--- src/hdl/ppsd_pkg.sv ---
// Types and widths shared by the point to plane distance pipeline.
package ppsd_pkg;

   localparam int COORD_W = 32;
   localparam int DIFF_W  = 33;
   localparam int PROD_W  = 65;
   localparam int SUM_W   = 68;
   localparam int MAG_W   = 67;
   localparam int QSUM_W  = 64;
   localparam int LIMB_W  = 23;
   localparam int PP_W    = 2 * LIMB_W;
   localparam int SQ_W    = 134;
   localparam int KQ_W    = 96;
   localparam int ROOT_W  = 32;
   localparam int IN_W    = 9 * COORD_W;

   typedef struct packed {
      logic signed [COORD_W-1:0] plane_px;
      logic signed [COORD_W-1:0] plane_py;
      logic signed [COORD_W-1:0] plane_pz;
      logic signed [COORD_W-1:0] normal_x;
      logic signed [COORD_W-1:0] normal_y;
      logic signed [COORD_W-1:0] normal_z;
      logic signed [COORD_W-1:0] query_px;
      logic signed [COORD_W-1:0] query_py;
      logic signed [COORD_W-1:0] query_pz;
   } record_type;

   // state handed from cell to cell of the root chain
   typedef struct packed {
      logic [SQ_W-1:0]   rem;
      logic [KQ_W-1:0]   kq;
      logic [ROOT_W-1:0] root;
      logic [QSUM_W-1:0] qsum;
      logic              neg;
      logic              zero;
   } root_data_type;

endpackage

--- src/hdl/ppsd_root_cell.sv ---
// One cell of the root chain: decides one quotient bit of |S| / sqrt(Q).
module ppsd_root_cell #(
   parameter int BIT = 0
) (
   input  logic                    clock,
   input  logic                    reset,
   input  logic                    in_valid,
   output logic                    in_ready,
   input  ppsd_pkg::root_data_type in_data,
   output logic                    out_valid,
   input  logic                    out_ready,
   output ppsd_pkg::root_data_type out_data
);
   import ppsd_pkg::*;

   logic          valid_ff;
   root_data_type data_ff, data_in;
   logic [SQ_W-1:0] trial;
   logic          take;

   // (k + 2^b)^2 Q - k^2 Q = 2^(b+1) kQ + 2^(2b) Q
   always_comb begin
      trial   = (SQ_W'(in_data.kq) << (BIT + 1)) + (SQ_W'(in_data.qsum) << (2 * BIT));
      take    = trial <= in_data.rem;
      data_in = in_data;
      if (take) begin
         data_in.rem       = in_data.rem - trial;
         data_in.kq        = in_data.kq + (KQ_W'(in_data.qsum) << BIT);
         data_in.root[BIT] = 1'b1;
      end
   end

   assign in_ready = !valid_ff || out_ready;

   always_ff @(posedge clock) begin
      if (reset) begin
         valid_ff <= 1'b0;
      end else if (in_ready) begin
         valid_ff <= in_valid;
      end
   end

   always_ff @(posedge clock) begin
      if (in_ready && in_valid) data_ff <= data_in;
   end

   assign out_valid = valid_ff;
   assign out_data  = data_ff;

endmodule

--- config.mk ---
export PLATFORM = sky130hd
export DESIGN_NAME = ppsd_root_cell
export DESIGN_NICKNAME = d
export VERILOG_FILES = /design/src/hdl/ppsd_pkg.sv /design/src/hdl/ppsd_root_cell.sv
export SDC_FILE = /design/constraint.sdc
export NUM_CORES = 1
export LEC_CHECK = 0
export BUFFER_PORTS_ARGS = -buffer_cell sky130_fd_sc_hd__clkbuf_2
export CORE_AREA = 2 2 256 258
export DETAILED_ROUTE_END_ITERATION = 7
export DIE_AREA = 0 0 258 260
export PLACE_DENSITY = 0.65
export SLEW_MARGIN = 20
export SYNTH_ARGS = -nofsm -noshare
export SYNTH_HDL_FRONTEND = slang
export SYNTH_SLANG_ARGS = --single-unit
--- constraint.sdc ---
create_clock -name clock -period 23.1 [get_ports clock]
set_input_delay 2.31 -clock clock [delete_from_list [all_inputs] [get_ports clock]]
set_output_delay 2.31 -clock clock [all_outputs]
set_load 0.05 [all_outputs]
==> results by group <==
Status
  • Run status: completed

Synthesis
  • Mapped Cells: 3,165
  • Mux share of post-synthesis cell area: 0.0004072
  • Syn Area/Cell: 8.738 um^2
  • Xor and xnor area share after synthesis: 0.09786
  • Compound-Gate Fraction of Synth Area: 0.2315
  • Synth Warn #: 0
  • Area of the mapped netlist: 27,660 um^2
  • Post-synth EDFFs: 328
  • Post-synthesis register bit count: 329
  • Top FF cell, synth: edfxtp_1
  • Seq/Total Area, Yosys: 0.3569
  • Post-synth cell types: 84
  • Post-synth ARST share: 0
  • Main combinational cell family by area after synthesis: compound AO/OA/AOI/OAI gates
  • Synthesized Nets: 3,725
  • Adder-Cell Fraction of Synth Area: 0.1040
  • Simple-gate area share of the yosys netlist: 0.1790

Route
  • Starting DRC count in detailed routing: 2,356
  • Drt pass-1 iters: 5
  • Post-DR wirelength/cell: 21.94 um
  • Routed wire length: 101,700 um
  • Vias: 26,654
  • DR vias/cell: 5.751
  • Final ANT Viol Nets: 0
  • DRC Markers: 0

Setup path
  • WP data arrival: 10.25 ns
  • Worst path top cell family by delay: compound AO/OA/AOI/OAI gates
  • Crit path launch type: primary input
  • CP Class: in2reg
  • CP max FO: 174
  • Crit path buf inv count: 2
  • Worst Setup SP: in_data[11]
  • Critical Path Sink Type: flop
  • R2R Path Start: out_valid
  • Worst Path Required: 23.39 ns
  • Max incr delay on CP: 0.64 ns
  • Crit-path slowest cell: a311oi_1

Timing
  • FMAX: 100.4 MHz
  • Slew headroom: 0.2193
  • RSZ-0062 raised after global routing: false
  • Final setup fails: 0
  • Hold Slack: 0.5368 ns
  • Final Critical Period: 9.960 ns
  • Sum Neg Setup Slack: 0 ns
  • Clock skew: 0.01884 ns
  • Final hold violations: 0
  • Final Slew Violations: 0
  • Period Utilization, post-route: 0.4312
  • Worst slew pin tran: 1.160 ns
  • Final WS setup: 13.14 ns

Global route
  • Number of global-route vias before repair: 25,267
  • Largest net degree at the start of global routing: 175
  • Initial antenna violation count: 17
  • Total track usage: 0.2903
  • Global route overflow: 0
  • Global-route wire length before repair: 149,700 um

CTS
  • CTS Root Cell: clkbuf_16
  • CTS tree: yes
  • # hold bufs at CTS: 0
  • Sink Count: 329
  • Clock tree buffer depth: 3
  • Buffer count from post-CTS setup fixing: 0
  • H-tree Lvls: 2
  • CTS buffer count: 40
  • Clk_lat worst skew: 0.59 ns
  • # resized after CTS: 0
  • Clock-pin slew on the worst setup and hold paths: 0.06 ns

Cells and area
  • Final Util: 0.5120
  • Design Area, Final: 32,830 um^2
  • Synth-to-Final Area Change: 18.70%
  • FILL cells: 6,197
  • Commonest non-fill, non-tap cells in the layout: 661 x clkbuf_2, 428 x a21oi_1, 329 x nor2_1
  • Layout cells sized above 1: 0.2059
  • Commonest non-fill, non-tap cell in the layout: clkbuf_2
  • Layout Nets: 4,297

Die
  • Chip width: 258 um
  • Initial cell density of the core: 0.4314
  • # rows: 93
  • Core area: 64,120 um^2
  • Top Ports: 662
  • Die area: 67,080 um^2
  • Die extent in y: 260 um

Power
  • Peak VDD IR: 0.05841 mV
  • Power Dens Cells: 78.15 nW/um^2
  • Leak Pwr: 13.79 nW

Placed design
  • RePlAce Congestion: 0.9600
  • Place WS: 12.86 ns
  • DP Wirelength: 82,510 um
  • Placed Instance Area: 31,570 um^2
  • Port bufs: 661

Hold path
  • Min-Delay Startpoint: out_valid
  • Hold WC Path Type: reg2reg

Job
  • Max Cap Violations: 0
[where the power goes]
group,internal (W),switching [W],leakage [nW]
Clock,0.000333,0.000275,0.588
Combinational,0.000354,0.000803,10.0
Sequential,0.000772,0.0000289,3.18
[layer usage]
metal / track usage / routed length, um / vias up
li1: - / - / 12926
met1: 0.3761 / 42670 / 12415
met2: 0.4708 / 46280 / 1120
met3: 0.06608 / 8742 / 183
met4: 0.1130 / 3951 / 10
met5: 0 / 69 / -
[worst min-delay path, cell delays in order (launching register included)]
cell and delay [ns]:
dfxtp_1 0.31, nand2b_1 0.11, a21oi_1 0.08
[layout make-up]
class	count	area [um^2]	share of cell area
flip-flops and latches	329	9869	0.3006
diodes	12	30.03	0.0009147
clock inverters	25	191.4	0.005831
repair buffers	673	3423	0.1043
inverters	69	259.0	0.007890
multi-input cells	2624	16950	0.5164
well taps	855	1070	0.03259
clock buffers	48	1031	0.03141
[Yosys cell counts (11+ instances only)]
library cell | instances | area share
nand2_1 | 325 | 0.044
nor2_1 | 329 | 0.045
ha_1 | 225 | 0.10
a21boi_0 | 12 | 0.0033
nor3_1 | 55 | 0.010
nand2b_1 | 33 | 0.0075
o211ai_1 | 18 | 0.0049
edfxtp_1 | 328 | 0.36
or3_1 | 14 | 0.0032
a31oi_1 | 22 | 0.0050
o21bai_1 | 61 | 0.017
clkbuf_1 | 106 | 0.014
nand4_1 | 104 | 0.024
o31ai_1 | 21 | 0.0057
a21o_1 | 119 | 0.032
o21ai_0 | 186 | 0.034
a21oi_1 | 429 | 0.078
nand3_1 | 67 | 0.012
xor2_1 | 127 | 0.040
nor4_1 | 28 | 0.0063
buf_2 | 29 | 0.0052
xnor2_1 | 182 | 0.058
and2_1 | 17 | 0.0038
o31a_1 | 11 | 0.0035
inv_1 | 69 | 0.0094
o21a_1 | 35 | 0.0095
a211oi_1 | 16 | 0.0043
nor2b_1 | 24 | 0.0054
and3_1 | 20 | 0.0045
[final timing paths]
path                        end  slack (ns)  cells past startpoint
hold / removal        out_valid        0.54                      2
setup / recovery  out_data[304]       13.14                     26
setup reg to reg   out_data[23]       20.13                      4
hold reg to reg       out_valid        0.54                      2
[sequential cells by signal, summed over array words and instances, names as in the netlist]
name / count
out_data: 328
out_valid: 1
[through the flow]
| step | cells | power (W) |
|---|---|---|
| 3_3_place_gp | 4550 | 0.001955 |
| 5_1_grt | 4633 | 0.002691 |
| 2_1_floorplan | 3165 | 0.001646 |
| 6_report | 4635 | 0.002565 |
| 4_1_cts | 4623 | 0.002569 |
| 3_5_place_dp | 4550 | 0.001954 |
[kinds of logic (layout without fill, tap and decap cells)]
family,count (synthesis),in the layout
muxes,1,1
adders and majority gates,228,228
AOI/OAI and AO/OA,1025,1025
other,0,12
xor gates and xnor gates,309,309
buffers and inverters,212,815
DFF,329,329
and+or+nand+nor,1061,1061
Power figures use the tool's default switching activity.
